### config.mk
export PLATFORM = sky130hd
export DESIGN_NAME = multi_channel_fault_qualifier
export DESIGN_NICKNAME = d
export VERILOG_FILES = /design/src/rtl/core/mcfq_pkg.sv /design/src/rtl/core/mcfq_core.sv /design/src/rtl/core/multi_channel_fault_qualifier.sv
export VERILOG_INCLUDE_DIRS = /design/src /design/src/rtl/core
export SDC_FILE = /design/constraint.sdc
export NUM_CORES = 1
export LEC_CHECK = 0
export BUFFER_PORTS_ARGS = -buffer_cell sky130_fd_sc_hd__buf_2
export CORE_ASPECT_RATIO = 1.5
export CORE_MARGIN = 3
export CORE_UTILIZATION = 53
export DETAILED_ROUTE_END_ITERATION = 8
export PLACE_DENSITY = 0.79
export REMOVE_ABC_BUFFERS = 1
export SLEW_MARGIN = 20
export SYNTH_ARGS = -nofsm -noshare
export SYNTH_HDL_FRONTEND = slang
export SYNTH_SLANG_ARGS = --single-unit
export TNS_END_PERCENT = 10
### constraint.sdc
create_clock -name clk -period 3.35 [get_ports clk]
set_input_delay 0.1675 -clock clk [delete_from_list [all_inputs] [get_ports clk]]
set_output_delay 0.1675 -clock clk [all_outputs]
set_load 0.01 [all_outputs]
### src/rtl/core/assert_macros.svh
// Assertion macros shared by the fault qualifier RTL.
// Expects signals named clk and rst_n in the scope where a macro is used.
`ifndef ASSERT_MACROS_SVH
`define ASSERT_MACROS_SVH
`ifndef SYNTHESIS
// Checked outside reset only.
`define MCFQ_ASSERT(label, prop) \
  label: assert property (@(posedge clk) disable iff (!rst_n) prop) \
    else $error("mcfq assertion failed");
// Checked at every edge, reset included.
`define MCFQ_ASSERT_ALWAYS(label, prop) \
  label: assert property (@(posedge clk) prop) \
    else $error("mcfq assertion failed");
`else
`define MCFQ_ASSERT(label, prop)
`define MCFQ_ASSERT_ALWAYS(label, prop)
`endif
`endif

### src/rtl/core/mcfq_pkg.sv
// Shared types, constants and helper functions for the fault qualifier.
// No dependencies; used by mcfq_core and multi_channel_fault_qualifier.
package mcfq_pkg;

  // Default structure parameters
  localparam int TEMP_CHANNELS_DEF   = 4;
  localparam int CURRENT_CHANNELS_DEF = 6;
  localparam int QBH_PERIOD_DEF      = 24;
  localparam int FLOW_PERIOD_DEF     = 400;
  localparam int QBH_COUNT_LIMIT_DEF = 50;

  // Fixed field geometry
  localparam int MASK_W        = 14;
  localparam int TEMP_FIELDS   = 4;
  localparam int CURRENT_FIELDS = 6;
  localparam int CFG_DATA_W    = 14;
  localparam int CFG_IDX_W     = 3;

  // Photodiode gate thresholds
  localparam logic [6:0] PD_POWER_MIN   = 7'd5;
  localparam logic [9:0] PD_CURRENT_MIN = 10'd60;

  // Enable mask bit positions
  localparam int EN_PD1   = 0;
  localparam int EN_PD2   = 1;
  localparam int EN_QBH   = 2;
  localparam int EN_FLOW  = 3;
  localparam int EN_TEMP0 = 4;

  // Error codes
  localparam logic [3:0] CODE_NONE  = 4'd0;
  localparam logic [3:0] CODE_STOP  = 4'd1;
  localparam logic [3:0] CODE_PD2   = 4'd2;
  localparam logic [3:0] CODE_PD1   = 4'd3;
  localparam logic [3:0] CODE_QBH   = 4'd4;
  localparam logic [3:0] CODE_FLOW  = 4'd5;
  localparam logic [3:0] CODE_TEMP0 = 4'd6;

  // Configuration register indexes
  typedef enum logic [CFG_IDX_W-1:0] {
    REG_ALARM_MASK    = 3'd0,
    REG_DRIVE_COUNT   = 3'd1,
    REG_TEMP_LIMIT    = 3'd2,
    REG_CURRENT_LIMIT = 3'd3,
    REG_PD_LIMIT      = 3'd4
  } cfg_reg_t;

  // Register reset values
  localparam logic [MASK_W-1:0] ALARM_MASK_RST    = 14'h3FFF;
  localparam logic [2:0]        DRIVE_COUNT_RST   = 3'd6;
  localparam logic [7:0]        TEMP_LIMIT_RST    = 8'd60;
  localparam logic [9:0]        CURRENT_LIMIT_RST = 10'd1023;
  localparam logic [11:0]       PD_LIMIT_RST      = 12'd3250;

  typedef struct packed {
    logic [MASK_W-1:0] alarm_enable_mask;
    logic [2:0]        drive_count;
    logic [7:0]        temp_limit;
    logic [9:0]        current_limit;
    logic [11:0]       pd_voltage_limit;
  } cfg_t;

  typedef struct packed {
    logic        locked;
    logic        stop_active;
    logic        pd1_active;
    logic        qbh_low;
    logic        flow_high;
    logic        falling_edge_seen;
    logic [6:0]  power_percent;
    logic [11:0] pd2_millivolts;
    logic [31:0] temps_packed;
    logic [59:0] currents_packed;
  } in_item_t;

  typedef struct packed {
    logic       alarm;
    logic [3:0] error_code;
  } out_item_t;

  // Enable bit for a channel slot; slots past the mask are off
  function automatic logic chan_enabled(logic [MASK_W-1:0] mask, int idx);
    logic [31:0] m;
    m = 32'(mask);
    return (idx < MASK_W) && m[idx[4:0]];
  endfunction

  // Temperature k from the packed word; missing channels read zero
  function automatic logic [7:0] temp_of(logic [31:0] pk, int k);
    logic [31:0] s;
    s = pk >> (8 * k);
    return (k < TEMP_FIELDS) ? s[7:0] : 8'd0;
  endfunction

  // Current k from the packed word; missing channels read zero
  function automatic logic [9:0] current_of(logic [59:0] pk, int k);
    logic [59:0] s;
    s = pk >> (10 * k);
    return (k < CURRENT_FIELDS) ? s[9:0] : 10'd0;
  endfunction

endpackage

### src/rtl/core/mcfq_core.sv
// Channel qualifier state and single-pass next-state logic.
// Depends on mcfq_pkg and assert_macros.svh.
`include "assert_macros.svh"

module mcfq_core #(
  parameter int TEMP_CHANNELS    = mcfq_pkg::TEMP_CHANNELS_DEF,
  parameter int CURRENT_CHANNELS = mcfq_pkg::CURRENT_CHANNELS_DEF,
  parameter int QBH_PERIOD       = mcfq_pkg::QBH_PERIOD_DEF,
  parameter int FLOW_PERIOD      = mcfq_pkg::FLOW_PERIOD_DEF,
  parameter int QBH_COUNT_LIMIT  = mcfq_pkg::QBH_COUNT_LIMIT_DEF
) (
  input  logic                clk,
  input  logic                rst_n,
  input  logic                step,
  input  mcfq_pkg::in_item_t  item,
  input  mcfq_pkg::cfg_t      cfg,
  output mcfq_pkg::out_item_t res
);
  import mcfq_pkg::*;

  localparam int QPW = $clog2(QBH_PERIOD + 2);
  localparam int FPW = $clog2(FLOW_PERIOD + 2);
  localparam int QCW = $clog2(QBH_COUNT_LIMIT + 2);

  logic [15:0]    pd2_hist_r, pd2_hist_nxt;
  logic [15:0]    pd1_hist_r, pd1_hist_nxt;
  logic [QPW-1:0] qbh_pre_r, qbh_pre_nxt;
  logic [QCW-1:0] qbh_cnt_r, qbh_cnt_nxt;
  logic [FPW-1:0] flow_pre_r, flow_pre_nxt;
  logic [15:0]    flow_hist_r, flow_hist_nxt;
  logic [7:0]     temp_hist_r [TEMP_CHANNELS];
  logic [7:0]     temp_hist_nxt [TEMP_CHANNELS];
  logic [7:0]     cur_hist_r [CURRENT_CHANNELS];
  logic [7:0]     cur_hist_nxt [CURRENT_CHANNELS];
  logic           alarm_r, alarm_nxt;
  logic [3:0]     code_r, code_nxt;

  always_comb begin
    logic           hit;
    logic [3:0]     code;
    logic           pd2v;
    logic [QCW-1:0] cnt_inc;

    pd2_hist_nxt  = pd2_hist_r;
    pd1_hist_nxt  = pd1_hist_r;
    qbh_pre_nxt   = qbh_pre_r;
    qbh_cnt_nxt   = qbh_cnt_r;
    flow_pre_nxt  = flow_pre_r;
    flow_hist_nxt = flow_hist_r;
    temp_hist_nxt = temp_hist_r;
    cur_hist_nxt  = cur_hist_r;
    hit     = 1'b0;
    code    = CODE_NONE;
    pd2v    = 1'b0;
    cnt_inc = qbh_cnt_r + 1'b1;

    // Locked or alarmed requests leave every history untouched
    if (step && !item.locked && !alarm_r) begin
      if (item.stop_active) begin
        hit  = 1'b1;
        code = CODE_STOP;
      end

      if (!item.falling_edge_seen && (item.power_percent > PD_POWER_MIN) &&
          (item.currents_packed[9:0] > PD_CURRENT_MIN)) begin
        pd2v = item.pd2_millivolts >= cfg.pd_voltage_limit;
        if (chan_enabled(cfg.alarm_enable_mask, EN_PD1) &&
            chan_enabled(cfg.alarm_enable_mask, EN_PD2)) begin
          // Both enabled: combined condition on the pd2 history, pd1 holds
          pd2_hist_nxt = {pd2_hist_r[14:0], pd2v & item.pd1_active};
          if (&pd2_hist_nxt) begin
            hit  = 1'b1;
            code = CODE_PD2;
          end
        end else begin
          if (chan_enabled(cfg.alarm_enable_mask, EN_PD2)) begin
            pd2_hist_nxt = {pd2_hist_r[14:0], pd2v};
            if (&pd2_hist_nxt) begin
              hit  = 1'b1;
              code = CODE_PD2;
            end
          end
          if (chan_enabled(cfg.alarm_enable_mask, EN_PD1)) begin
            pd1_hist_nxt = {pd1_hist_r[14:0], item.pd1_active};
            if (&pd1_hist_nxt) begin
              hit  = 1'b1;
              code = CODE_PD1;
            end
          end
        end
      end

      if (qbh_pre_r > QPW'(QBH_PERIOD)) begin
        qbh_pre_nxt = '0;
        if (chan_enabled(cfg.alarm_enable_mask, EN_QBH)) begin
          if (item.qbh_low) begin
            if (cnt_inc > QCW'(QBH_COUNT_LIMIT)) begin
              qbh_cnt_nxt = '0;
              hit         = 1'b1;
              code        = CODE_QBH;
            end else begin
              qbh_cnt_nxt = cnt_inc;
            end
          end else begin
            qbh_cnt_nxt = '0;
          end
        end
      end else begin
        qbh_pre_nxt = qbh_pre_r + 1'b1;
      end

      if (flow_pre_r > FPW'(FLOW_PERIOD)) begin
        flow_pre_nxt = '0;
        if (chan_enabled(cfg.alarm_enable_mask, EN_FLOW)) begin
          flow_hist_nxt = {flow_hist_r[14:0], item.flow_high};
          if (&flow_hist_nxt) begin
            hit  = 1'b1;
            code = CODE_FLOW;
          end
        end
      end else begin
        flow_pre_nxt = flow_pre_r + 1'b1;
      end

      // Later channels overwrite the code: last one in order wins
      for (int k = 0; k < TEMP_CHANNELS; k++) begin
        if (chan_enabled(cfg.alarm_enable_mask, EN_TEMP0 + k)) begin
          temp_hist_nxt[k] = {temp_hist_r[k][6:0],
                              temp_of(item.temps_packed, k) >= cfg.temp_limit};
          if (&temp_hist_nxt[k]) begin
            hit  = 1'b1;
            code = CODE_TEMP0 + 4'(k);
          end
        end
      end

      for (int k = 0; k < CURRENT_CHANNELS; k++) begin
        if (chan_enabled(cfg.alarm_enable_mask, EN_TEMP0 + TEMP_CHANNELS + k) &&
            ({1'b0, cfg.drive_count} >= 4'(k + 1))) begin
          cur_hist_nxt[k] = {cur_hist_r[k][6:0],
                             current_of(item.currents_packed, k) >= cfg.current_limit};
          if (&cur_hist_nxt[k]) begin
            hit  = 1'b1;
            code = CODE_TEMP0 + 4'(TEMP_CHANNELS) + 4'(k);
          end
        end
      end
    end

    alarm_nxt = alarm_r | hit;
    code_nxt  = hit ? code : code_r;
  end

  always_ff @(posedge clk) begin
    if (!rst_n) begin
      pd2_hist_r  <= '0;
      pd1_hist_r  <= '0;
      qbh_pre_r   <= '0;
      qbh_cnt_r   <= '0;
      flow_pre_r  <= '0;
      flow_hist_r <= '0;
      for (int k = 0; k < TEMP_CHANNELS; k++) begin
        temp_hist_r[k] <= '0;
      end
      for (int k = 0; k < CURRENT_CHANNELS; k++) begin
        cur_hist_r[k] <= '0;
      end
      alarm_r <= 1'b0;
      code_r  <= CODE_NONE;
    end else begin
      pd2_hist_r  <= pd2_hist_nxt;
      pd1_hist_r  <= pd1_hist_nxt;
      qbh_pre_r   <= qbh_pre_nxt;
      qbh_cnt_r   <= qbh_cnt_nxt;
      flow_pre_r  <= flow_pre_nxt;
      flow_hist_r <= flow_hist_nxt;
      temp_hist_r <= temp_hist_nxt;
      cur_hist_r  <= cur_hist_nxt;
      alarm_r     <= alarm_nxt;
      code_r      <= code_nxt;
    end
  end

  assign res.alarm      = alarm_nxt;
  assign res.error_code = code_nxt;

  `MCFQ_ASSERT(a_alarm_sticky, alarm_r |=> alarm_r)
  `MCFQ_ASSERT(a_code_frozen, alarm_r |=> $stable(code_r))
  `MCFQ_ASSERT(a_code_needs_alarm, !alarm_r |-> code_r == CODE_NONE)
  `MCFQ_ASSERT(a_locked_holds, step && item.locked |=> $stable(qbh_pre_r) && $stable(flow_pre_r))

endmodule

### src/rtl/core/multi_channel_fault_qualifier.sv
// Top level of the multi-channel fault qualifier: handshakes, config, staging.
// Depends on mcfq_pkg, mcfq_core and assert_macros.svh.
//
//   port group | dir | handshake          | payload
//   in_        | in  | in_valid/in_ready  | in_item  (mcfq_pkg::in_item_t)
//   out_       | out | out_valid/out_ready| out_item (mcfq_pkg::out_item_t)
//   cfg_       | in  | cfg_we, no wait    | cfg_index, cfg_wdata
//
// One request per cycle sustained while out_ready is high; out_valid rises once a
// request passes the input register, then qualifier update into the result register.
// Reset is synchronous, active low: clears histories and alarm, loads config defaults.
// in_ready drops only while both the input register and the result register
// are full and out_ready is low.
`include "assert_macros.svh"

module multi_channel_fault_qualifier #(
  parameter int TEMP_CHANNELS    = mcfq_pkg::TEMP_CHANNELS_DEF,
  parameter int CURRENT_CHANNELS = mcfq_pkg::CURRENT_CHANNELS_DEF,
  parameter int QBH_PERIOD       = mcfq_pkg::QBH_PERIOD_DEF,
  parameter int FLOW_PERIOD      = mcfq_pkg::FLOW_PERIOD_DEF,
  parameter int QBH_COUNT_LIMIT  = mcfq_pkg::QBH_COUNT_LIMIT_DEF
) (
  input  logic                              clk,
  input  logic                              rst_n,
  input  logic                              in_valid,
  output logic                              in_ready,
  input  mcfq_pkg::in_item_t                in_item,
  output logic                              out_valid,
  input  logic                              out_ready,
  output mcfq_pkg::out_item_t               out_item,
  input  logic                              cfg_we,
  input  logic [mcfq_pkg::CFG_IDX_W-1:0]    cfg_index,
  input  logic [mcfq_pkg::CFG_DATA_W-1:0]   cfg_wdata
);
  import mcfq_pkg::*;

  cfg_t      cfg_r;
  logic      s1_valid_r;
  in_item_t  s1_item_r;
  logic      out_valid_r;
  out_item_t out_item_r;
  out_item_t core_res;
  logic      adv;

  // Advance the staged request when the result slot is free or draining
  assign adv      = s1_valid_r && (!out_valid_r || out_ready);
  assign in_ready = !s1_valid_r || adv;

  always_ff @(posedge clk) begin
    if (!rst_n) begin
      cfg_r.alarm_enable_mask <= ALARM_MASK_RST;
      cfg_r.drive_count       <= DRIVE_COUNT_RST;
      cfg_r.temp_limit        <= TEMP_LIMIT_RST;
      cfg_r.current_limit     <= CURRENT_LIMIT_RST;
      cfg_r.pd_voltage_limit  <= PD_LIMIT_RST;
    end else if (cfg_we) begin
      unique case (cfg_reg_t'(cfg_index))
        REG_ALARM_MASK:    cfg_r.alarm_enable_mask <= cfg_wdata[MASK_W-1:0];
        REG_DRIVE_COUNT:   cfg_r.drive_count       <= cfg_wdata[2:0];
        REG_TEMP_LIMIT:    cfg_r.temp_limit        <= cfg_wdata[7:0];
        REG_CURRENT_LIMIT: cfg_r.current_limit     <= cfg_wdata[9:0];
        REG_PD_LIMIT:      cfg_r.pd_voltage_limit  <= cfg_wdata[11:0];
        default: begin
          // drop writes past the register list
        end
      endcase
    end
  end

  always_ff @(posedge clk) begin
    if (!rst_n) begin
      s1_valid_r  <= 1'b0;
      out_valid_r <= 1'b0;
    end else begin
      if (in_ready) begin
        s1_valid_r <= in_valid;
      end
      if (adv) begin
        out_valid_r <= 1'b1;
      end else if (out_ready) begin
        out_valid_r <= 1'b0;
      end
    end
  end

  always_ff @(posedge clk) begin
    if (in_valid && in_ready) begin
      s1_item_r <= in_item;
    end
    if (adv) begin
      out_item_r <= core_res;
    end
  end

  mcfq_core #(
    .TEMP_CHANNELS    (TEMP_CHANNELS),
    .CURRENT_CHANNELS (CURRENT_CHANNELS),
    .QBH_PERIOD       (QBH_PERIOD),
    .FLOW_PERIOD      (FLOW_PERIOD),
    .QBH_COUNT_LIMIT  (QBH_COUNT_LIMIT)
  ) u_core (
    .clk   (clk),
    .rst_n (rst_n),
    .step  (adv),
    .item  (s1_item_r),
    .cfg   (cfg_r),
    .res   (core_res)
  );

  assign out_valid = out_valid_r;
  assign out_item  = out_item_r;

  `MCFQ_ASSERT(a_stall_only_when_full, !in_ready |-> s1_valid_r && out_valid_r && !out_ready)
  `MCFQ_ASSERT(a_adv_fills_out, adv |=> out_valid_r)
  `MCFQ_ASSERT(a_code_without_alarm, out_valid_r && !out_item_r.alarm |-> out_item_r.error_code == CODE_NONE)
  `MCFQ_ASSERT_ALWAYS(a_reset_empties, !rst_n |=> !out_valid_r && !s1_valid_r)

endmodule
After elaboration in Yosys (flattened, before gate mapping)

Cells that the tools add are included.

Bits in writable memories: 0
Latch bits: 0
Bits in read-only memories: 0
Memories kept: 0
Input port bits: 139
Word-level logic and storage cells: 212
Register bits after elaboration: 311

$mul: 0
Div/mod/pow operators: 0
Magnitude comparators: 22
Add/subtract/negate cells: 3
Equal/unequal tests: 4
Shifts and indexed selects: 0
Bitwise operators: 3
Reduce and logical (&&, ||, !) cells: 56
Multiplexer cells: 87

Operators by type and width:

| cell                                                                              | number |
|---|---|
| 4-bit two-way mux                                                                 | 39 |
| 8-bit AND reduction                                                               | 10 |
| 16-bit AND reduction                                                              | 4 |
| 10-bit >= comparator                                                              | 6 |
| 1-bit two-way mux                                                                 | 42 |
| 8-bit >= comparator                                                               | 4 |
| 15-bit two-way mux                                                                | 2 |
| 2-bit AND reduction                                                               | 15 |
| 1-bit logical AND                                                                 | 13 |
| 12-bit >= comparator                                                              | 1 |
| 6-bit two-way mux                                                                 | 2 |
| 10-bit by 6-bit greater-than comparator with 1-bit output (second input constant) | 1 |
| 9-bit by 1-bit adder with 9-bit output (second input constant)                    | 1 |
| 3-bit >= comparator (second input constant)                                       | 3 |
| 9-bit greater-than comparator (second input constant)                             | 1 |
| 9-bit two-way mux                                                                 | 1 |
| 3-bit AND reduction                                                               | 3 |
| 7-bit by 3-bit greater-than comparator with 1-bit output (second input constant)  | 1 |
| 6-bit by 1-bit adder with 6-bit output (second input constant)                    | 1 |
| 3-bit by 2-bit == test with 1-bit output (second input constant)                  | 2 |
| 3-bit by 2-bit >= comparator with 1-bit output (second input constant)            | 2 |
| 6-bit greater-than comparator (second input constant)                             | 1 |
| 5-bit by 1-bit adder with 5-bit output (second input constant)                    | 1 |
| 5-bit greater-than comparator (second input constant)                             | 1 |
| other kinds (12)                                                                  | 18 |

Longest topological paths before layout

Gate-level depths: netlist of run 1.

Depth after elaboration: 40
Gate-level depth with buffers: 11

Hierarchy

Synthesis of run 1 repeated with hierarchy kept, for this count alone.

Cell total of the unflattened synthesis: 1333
Area total of the unflattened synthesis: 14345.0 um^2

Modules (own cells, without submodules):

| module                        | area an instance (um^2) | cells an instance | sequential area each (um^2) | instances |
|---|---|---|---|---|
| mcfq_core                     | 8633.3                  | 1016              | 2802.7                      | 1 |
| multi_channel_fault_qualifier | 5711.7                  | 317               | 4644.5                      | 1 |

Least setup slack after synthesis of run 1

Ideal clock, no wire load.

Path kind: reg2reg
Start: register out_valid_r (netlist: out_valid)
End: register s1_item_r[0] (netlist name), enable pin
Stages on the path, launching flop included: 4
Path slack: -0.454 ns
Buffers on the path: 0
Clock period less this slack: 3.804 ns
Setup time: 0.489 ns
Data arrival time: 3.314 ns
Path through: dfxtp_1 nor2b_1 nand2_1 and2_1

Cells in the longest elaborated chain, start to end: 5

Ends and longest elaborated chain:

| item                     | line                                | source |
|---|---|---|
| start: declaration       | multi_channel_fault_qualifier.sv:40 | `logic out_valid_r;` |
| start signal: assignment | multi_channel_fault_qualifier.sv:73 | `out_valid_r <= 1'b0;` |
| start signal: assignment | multi_channel_fault_qualifier.sv:79 | `out_valid_r <= 1'b1;` |
| start signal: assignment | multi_channel_fault_qualifier.sv:81 | `out_valid_r <= 1'b0;` |
| 1-bit logical NOT        | multi_channel_fault_qualifier.sv:46 | `assign adv = s1_valid_r && (!out_valid_r \|\| out_ready);` |
| 1-bit logical OR         | multi_channel_fault_qualifier.sv:46 |  |
| 1-bit logical AND        | multi_channel_fault_qualifier.sv:46 |  |
| 1-bit logical OR         | multi_channel_fault_qualifier.sv:47 | `assign in_ready = !s1_valid_r \|\| adv;` |
| net in_ready             | multi_channel_fault_qualifier.sv:26 | `output logic in_ready,` |
| 1-bit logical AND        | multi_channel_fault_qualifier.sv:87 | `if (in_valid && in_ready) begin` |
| end signal: assignment   | multi_channel_fault_qualifier.sv:88 | `s1_item_r <= in_item;` |
| end: declaration         | multi_channel_fault_qualifier.sv:39 | `in_item_t s1_item_r;` |

The timed path passes the listed nets, and every way through them passes these cells.
A chain may end at the register's enable or synchronous reset.

==> flow_summary.toml, run 1 <==
[setup_path]
rr_worst_depth = 10
crit_path_end = "out_item[2]"
rr_startpoint = "cfg_r[26]"
cp.depth = 10
cp_common_cell = "nand2_1"
timing.rr.end = "out_item[2]"
slowest_stage = "a2111oi_1"
crit_required_ns = 3.66
path_cells = "inv_1 -> ha_1 -> a21o_1 -> a2111oi_1 -> o21ai_0 -> nand2_1 -> nand2_1 -> nor4_4 -> a31oi_4 -> mux2_4"
worstPathMaxFanout = 9
cp_num_buf_inv = 1
r2r_setup_slack_ns = 0.27
cp.arrival_ns = 3.38
cp_top_family = "compound AO/OA/AOI/OAI gates"
critPathMaxStageDelay_ns = 0.40
timing.critical_path.from = "cfg_r[26]"
crit_type = "flop to flop"
end_kind = "flop"
start_kind = "flop"

[sta]
setup_slack_ns = 0.273
min_period_ns = 3.08
fmax_mhz = 325
max_slew_margin_pct = 42.9
rsz0062_at_grt = "no"
hold_viol_final = 0
finalCritPeriodShare_pct = 91.9
skew_ns = 0.0232
worstMarginPinSlew_ns = 0.856
slew_violations = 0
setup_viol = 0

[place]
gp_congestion = 0.839
io_buffer_count = 144
hpwl_um = 21100
pre_cts_ws_ns = 0.216
post_dp_cell_area_um2 = 15000

[synth]
synth_xor_area_share_pct = 0.822
synthSimpleGateAreaFrac_pct = 16.7
synthesis.area_um2 = 13900
synth_compound_area_share_pct = 11.5
synth_fa_ha_area_share_pct = 9.93
synth-edff-count = 121
synth_top_family_by_area = "simple AND/OR/NAND/NOR gates"
syn_avg_cell_area_um2 = 10.8
synthFlopType = "dfxtp_1"
syn_inst = 1282
synthMuxAreaShare_pct = 4.88
ys_warn_count = 0
seq_area_frac_synth_pct = 53.5
yosys_register_bits = 310
synthArstFlopShare_pct = 0
synth_cell_type_count = 68

[global_route]
grt_usage_pct = 24.0
grt_max_degree = 71
grt_pass1_wl_um = 55600
grt_overflow = 0
grt_pass1_vias = 11149
grt_antenna_before_repair = 0

[detailed_routing]
drc = 0
ant_nets = 0
first_iter_violations = 723
viasPerCell = 5.63
first_pass_iters = 7
wirelength_um = 34300
wl_per_cell_um = 17.9
vias = 10778

[clocking]
clk_path_buf_depth = 3
cts_tree = "built"
cts.sinks = 310
clkLatencyLatePin_ns = 0.56
path_clk_slew_ns = 0.06
root_buffer = "clkbuf_16"
cts_buffers = 29
htree_levels = 1

[finish]
fin_nets = 1811
regArea_um2 = 7420
syn2layout_area_growth_pct = 25.2
drive_gt1_share_pct = 13.9
antennaDiodeCount = 0
layout_commonest_cell = "dfxtp_1"
final_cell_mix = "dfxtp_1 (189), nand2_1 (176), buf_2 (143)"
stdcell_area_um2 = 17400
fillers = 1827
multi_input_area_um2 = 6090

[floorplan]
dieArea_um2 = 28200
num_io_pins = 146
die-width_um = 138
start_util_pct = 54.5
die_h_um = 204
core_um2 = 25400
num_rows = 71

[outcome]
outcome = "completed"

[pwr]
p_per_area_nw_per_um2 = 479
vdd_ir_drop_max_mv = 0.482
p_leak_nw = 7.23

[flow_run]
max-cap-violations = 0

[min_path]
min_path_type = "input pin to flop"
==> final cells by class <==
class | instances | share of cell area [%]
clock buffer | 39 | 4.76
clock inverter | 15 | 1.21
inverter | 55 | 1.19
multi-input combinational | 876 | 35.1
sequential | 310 | 42.7
tap | 328 | 2.37
timing repair buffer | 290 | 12.6
==> cells in the mapped netlist, types with 23 or more instances <==
master,n,share of area [%]
nor2_1,35,0.95
ha_1,110,9.9
mux2i_1,66,4.8
a21boi_0,55,3.0
clkbuf_1,35,0.95
o21ai_0,34,1.2
nor2b_1,75,3.4
inv_1,55,1.5
nand2_1,176,4.8
a21oi_1,35,1.3
dfxtp_1,189,27
edfxtp_1,121,26
nand3_1,56,2.0
o211ai_1,23,1.2
nand4_1,35,1.6
==> per-layer routing <==
| metal | GRT usage, % | vias up | wire length [um] |
|---|---|---|---|
| li1 | - | 5180 | - |
| met2 | 44.7 | 397 | 18000 |
| met4 | 10.8 | 0 | 1440 |
| met3 | 3.68 | 92 | 1950 |
| met1 | 26.8 | 5109 | 12900 |
| met5 | 0 | - | 0 |
==> how the worst min path moves through the flow <==
stage | startpoint | endpoint | slack (ns) | cells after the start
6_report | cfg_index[1] | cfg_r[32] | 0.1 | 4
5_1_grt | cfg_index[1] | cfg_r[32] | 0.10 | 4
4_1_cts | cfg_index[1] | cfg_r[32] | 0.07 | 4
3_5_place_dp | in_item[110] | s1_item_r[110] | 0.35 | 1
3_3_place_gp | in_item[107] | s1_item_r[107] | 0.34 | 1
2_1_floorplan | rst_n | cfg_r[31] | 0.23 | 1
==> per-stage QoR <==
step / util [%] / setup TNS, ns / instances / power [mW] / hold slack, ns
detailed placement: 58.9 / 0 / 1726 / 4.68 / 0.346
floorplan: - / -118.58 / 1241 / 4.44 / 0.229
CTS: 68.3 / 0 / 1913 / 8.30 / 0.0715
global placement: 58.9 / 0 / 1726 / 4.66 / 0.344
global route: 68.3 / 0 / 1913 / 8.59 / 0.103
finish: 68.3 / 0 / 1913 / 8.32 / 0.0965
==> state kept, by name, summed over array words and instances (netlist names) <==
name / count
u_core.temp_hist_r: 28
u_core.pd2_hist_r: 15
u_core.code_r: 4
u_core.flow_pre_r: 9
u_core.alarm_r: 1
u_core.qbh_pre_r: 5
out_item: 5
out_valid: 1
cfg_r: 47
u_core.qbh_cnt_r: 6
u_core.flow_hist_r: 15
s1_valid_r: 1
s1_item_r: 116
u_core.pd1_hist_r: 15
u_core.cur_hist_r: 42
==> cell families (layout without fill, tap and decap cells) <==
| group | after synthesis | after routing |
|---|---|---|
| buffers and inverters | 96 | 399 |
| adders and majority gates | 110 | 110 |
| AOI/OAI and AO/OA | 226 | 226 |
| muxes | 67 | 67 |
| xor gates and xnor gates | 13 | 13 |
| DFF | 310 | 310 |
| and+or+nand+nor | 460 | 460 |
==> power breakdown <==
group | total (mW) | leakage, nW | switching [mW] | internal [mW]
Combinational | 0.654 | 4.01 | 0.336 | 0.318
Sequential | 4.10 | 2.71 | 0.0604 | 4.04
Clock | 3.56 | 0.506 | 1.44 | 2.12
==> repair_timing <==
action	CTS	global route
gates resized for setup	0	2
setup endpoints to repair	0	8
setup buffers	0	0
hold buffers	133	0
hold endpoints to repair	162	0
==> tightest hold or removal path: stages <==
cell	delay [ns]
buf_2	0.15
nor2_1	0.12
mux2i_1	0.13
nand2_1	0.06
(Power assumes the default switching activity.)
==> inputs of run 2 (changes only) <==
--- a/config.mk
+++ b/config.mk
@@ -16,5 +16,6 @@
 export SLEW_MARGIN = 20
 export SYNTH_ARGS = -nofsm -noshare
 export SYNTH_HDL_FRONTEND = slang
+export SYNTH_HIERARCHICAL = 1
 export SYNTH_SLANG_ARGS = --single-unit
 export TNS_END_PERCENT = 10
==> run 2 against run 1 <==
Against the previous run:
- non-clock buffer count increased by 8
- synthesized cell count increased by 3.9%
- clock power decreased by 5%
- setup slack got worse by 0.11 ns
- highest routed layer is now met5
==> flow_summary.toml, run 2 <==
[sta]
fmax_mhz = 314
slew_violations = 0
max_slew_margin_pct = 39.1
min_period_ns = 3.19
fin_setup_tns_ns = 0
finalCritPeriodShare_pct = 95.1
worstMarginPinSlew_ns = 0.912
rsz0062_at_grt = "no"
setup_viol = 0
skew_ns = 0.0212
hold_viol_final = 0

[synth]
syn_inst = 1332
ys_warn_count = 6
syn_avg_cell_area_um2 = 10.7
synthesis.area_um2 = 14300

[global_route]
grt_pass1_vias = 11370
grt_max_degree = 84
grt_antenna_before_repair = 2
grt_pass1_wl_um = 57600
grt_overflow = 0
grt_usage_pct = 24.5

[clocking]
clk_path_buf_depth = 3
post_cts_buffers = 0
root_buffer = "clkbuf_16"
cts.sinks = 310
cts_buffers = 29
htree_levels = 1
cts_tree = "built"
clkLatencyLatePin_ns = 0.56
path_clk_slew_ns = 0.07

[finish]
fin_nets = 1863
final_cell_mix = "dfxtp_1 (189), nand2_1 (164), buf_2 (143)"
top_regs = "s1_item_r x116, cfg_r x47, u_core/cur_hist_r x42"
largest_register_ffs = 116
regMostFlops = "s1_item_r"
fillers = 1989
fin_util_pct = 66.8
layout_commonest_cell = "dfxtp_1"
drive_gt1_share_pct = 14.1
syn2layout_area_growth_pct = 24.0

[pwr]
p_leak_nw = 7.49
switching_share_pct = 22.6
p_per_area_nw_per_um2 = 458
pwr-share-seq_pct = 50.4
vdd_ir_drop_max_mv = 0.502
power_frac_clock_pct = 41.5
switchingPower_mw = 1.84
p_int_mw = 6.28
combPwrFrac_pct = 8.1

[floorplan]
die_h_um = 207
num_rows = 73
core_um2 = 26600
dieArea_um2 = 29100
start_util_pct = 53.9
num_io_pins = 146
die-width_um = 140

[setup_path]
timing.rr.end = "out_item[3]"
rr_startpoint = "cfg_r[21]"
rr_worst_depth = 10
crit_required_ns = 3.65
cp.arrival_ns = 3.49
r2r_setup_slack_ns = 0.16
end_kind = "flop"
crit_type = "flop to flop"
worstPathMaxFanout = 6
start_kind = "flop"

[detailed_routing]
drc = 0
ant_nets = 0
vias = 10994
first_iter_violations = 743
first_pass_iters = 5
viasPerCell = 5.57
wirelength_um = 36300
wl_per_cell_um = 18.4

[outcome]
outcome = "completed"

[min_path]
min_path_type = "input pin to flop"
min_from = "cfg_index[1]"
holdPathStages = 3
worst_hold_path.endpoint = "cfg_r[45]"

[place]
hpwl_um = 22900
gp_congestion = 0.896
io_buffer_count = 144

[flow_run]
max-cap-violations = 0
-- run 2: cell types whose count changed in the layout (fill, tap and decap cells not counted), sizes merged, moves of 6 or more --
cell     delta
o21ai       +8
o2111ai     -7
nand2b      -9
o211ai     -12
nand3      -33
nor3b       -7
mux2i      +43
nand2      -13
nor2b      +47
and2        -6
buf         +8
nor2       +13
a31oi       -7
-- run 2: cell type report --
class / count / area [um^2] / area share [%]
Timing Repair Buffer: 298 / 2240 / 12.6
Clock buffer: 37 / 807 / 4.55
Antenna cell: 1 / 2.50 / 0.0141
Inverter: 57 / 214 / 1.21
Sequential cell: 310 / 7420 / 41.8
Tap cell: 337 / 422 / 2.38
Multi-Input combinational cell: 918 / 6500 / 36.6
Clock inverter: 16 / 148 / 0.832
-- run 2: through the flow --
stage / worst slack [ns] / area [um^2] / hold slack (ns) / std cells / power (mW)
after floorplan: -3.39 / 14100 / 0.266 / 1285 / 4.44
after global placement: 0.268 / 15500 / 0.344 / 1787 / 4.65
after detailed placement: 0.203 / 15500 / 0.346 / 1787 / 4.67
after CTS: 0.180 / 17700 / 0.0368 / 1973 / 8.09
after global routing: 0.0183 / 17700 / 0.0698 / 1974 / 8.37
final: 0.163 / 17700 / 0.0595 / 1974 / 8.12
-- run 2: power by group through the flow --
| stage | sequential, mW | combinational, mW | clock (mW) |
|---|---|---|---|
| 4_1_cts | 4.09 | 0.628 | 3.37 |
| 5_1_grt | 4.10 | 0.716 | 3.56 |
| 2_1_floorplan | 4.16 | 0.273 | 0 |
| 3_3_place_gp | 4.17 | 0.486 | 0 |
| 3_5_place_dp | 4.17 | 0.503 | 0 |
| 6_report | 4.09 | 0.655 | 3.37 |
-- run 2: worst max-delay path by stage --
| stage | to | start | slack (ns) | depth (start not counted) |
|---|---|---|---|---|
| after floorplan | s1_item_r[0] | out_valid | -3.39 | 2 |
| after global placement | out_item[3] | cfg_r[21] | 0.27 | 10 |
| after detailed placement | out_item[3] | cfg_r[21] | 0.20 | 10 |
| after CTS | out_item[3] | cfg_r[21] | 0.18 | 10 |
| after global routing | out_item[3] | cfg_r[21] | 0.02 | 10 |
| final | out_item[3] | cfg_r[21] | 0.16 | 10 |
-- run 2: worst max-delay path, stage by stage (launching register included) --
cell and delay, ns:
dfxtp_1 0.31, inv_1 0.28, ha_1 0.32, a21oi_1 0.22, nand4b_1 0.12, a31oi_1 0.35
nor3_1 0.20, nor4_1 0.33, and3_1 0.24, a21o_2 0.21, mux2_2 0.34
-- run 2: timing repair --
item | 4_1_cts | 5_1_grt
hold endpoints to repair | 154 | 0
endpoints found under the setup margin | 0 | 2
hold buffers | 133 | 0
gates resized for setup | 0 | 1
-- run 2: layer usage --
metal | up-vias | wire length [um] | global-route usage (%)
li1 | 5320 | - | -
met1 | 5221 | 13700 | 27.7
met2 | 331 | 18900 | 44.8
met3 | 120 | 1600 | 3.27
met4 | 2 | 2000 | 12.1
met5 | - | 7 | 0
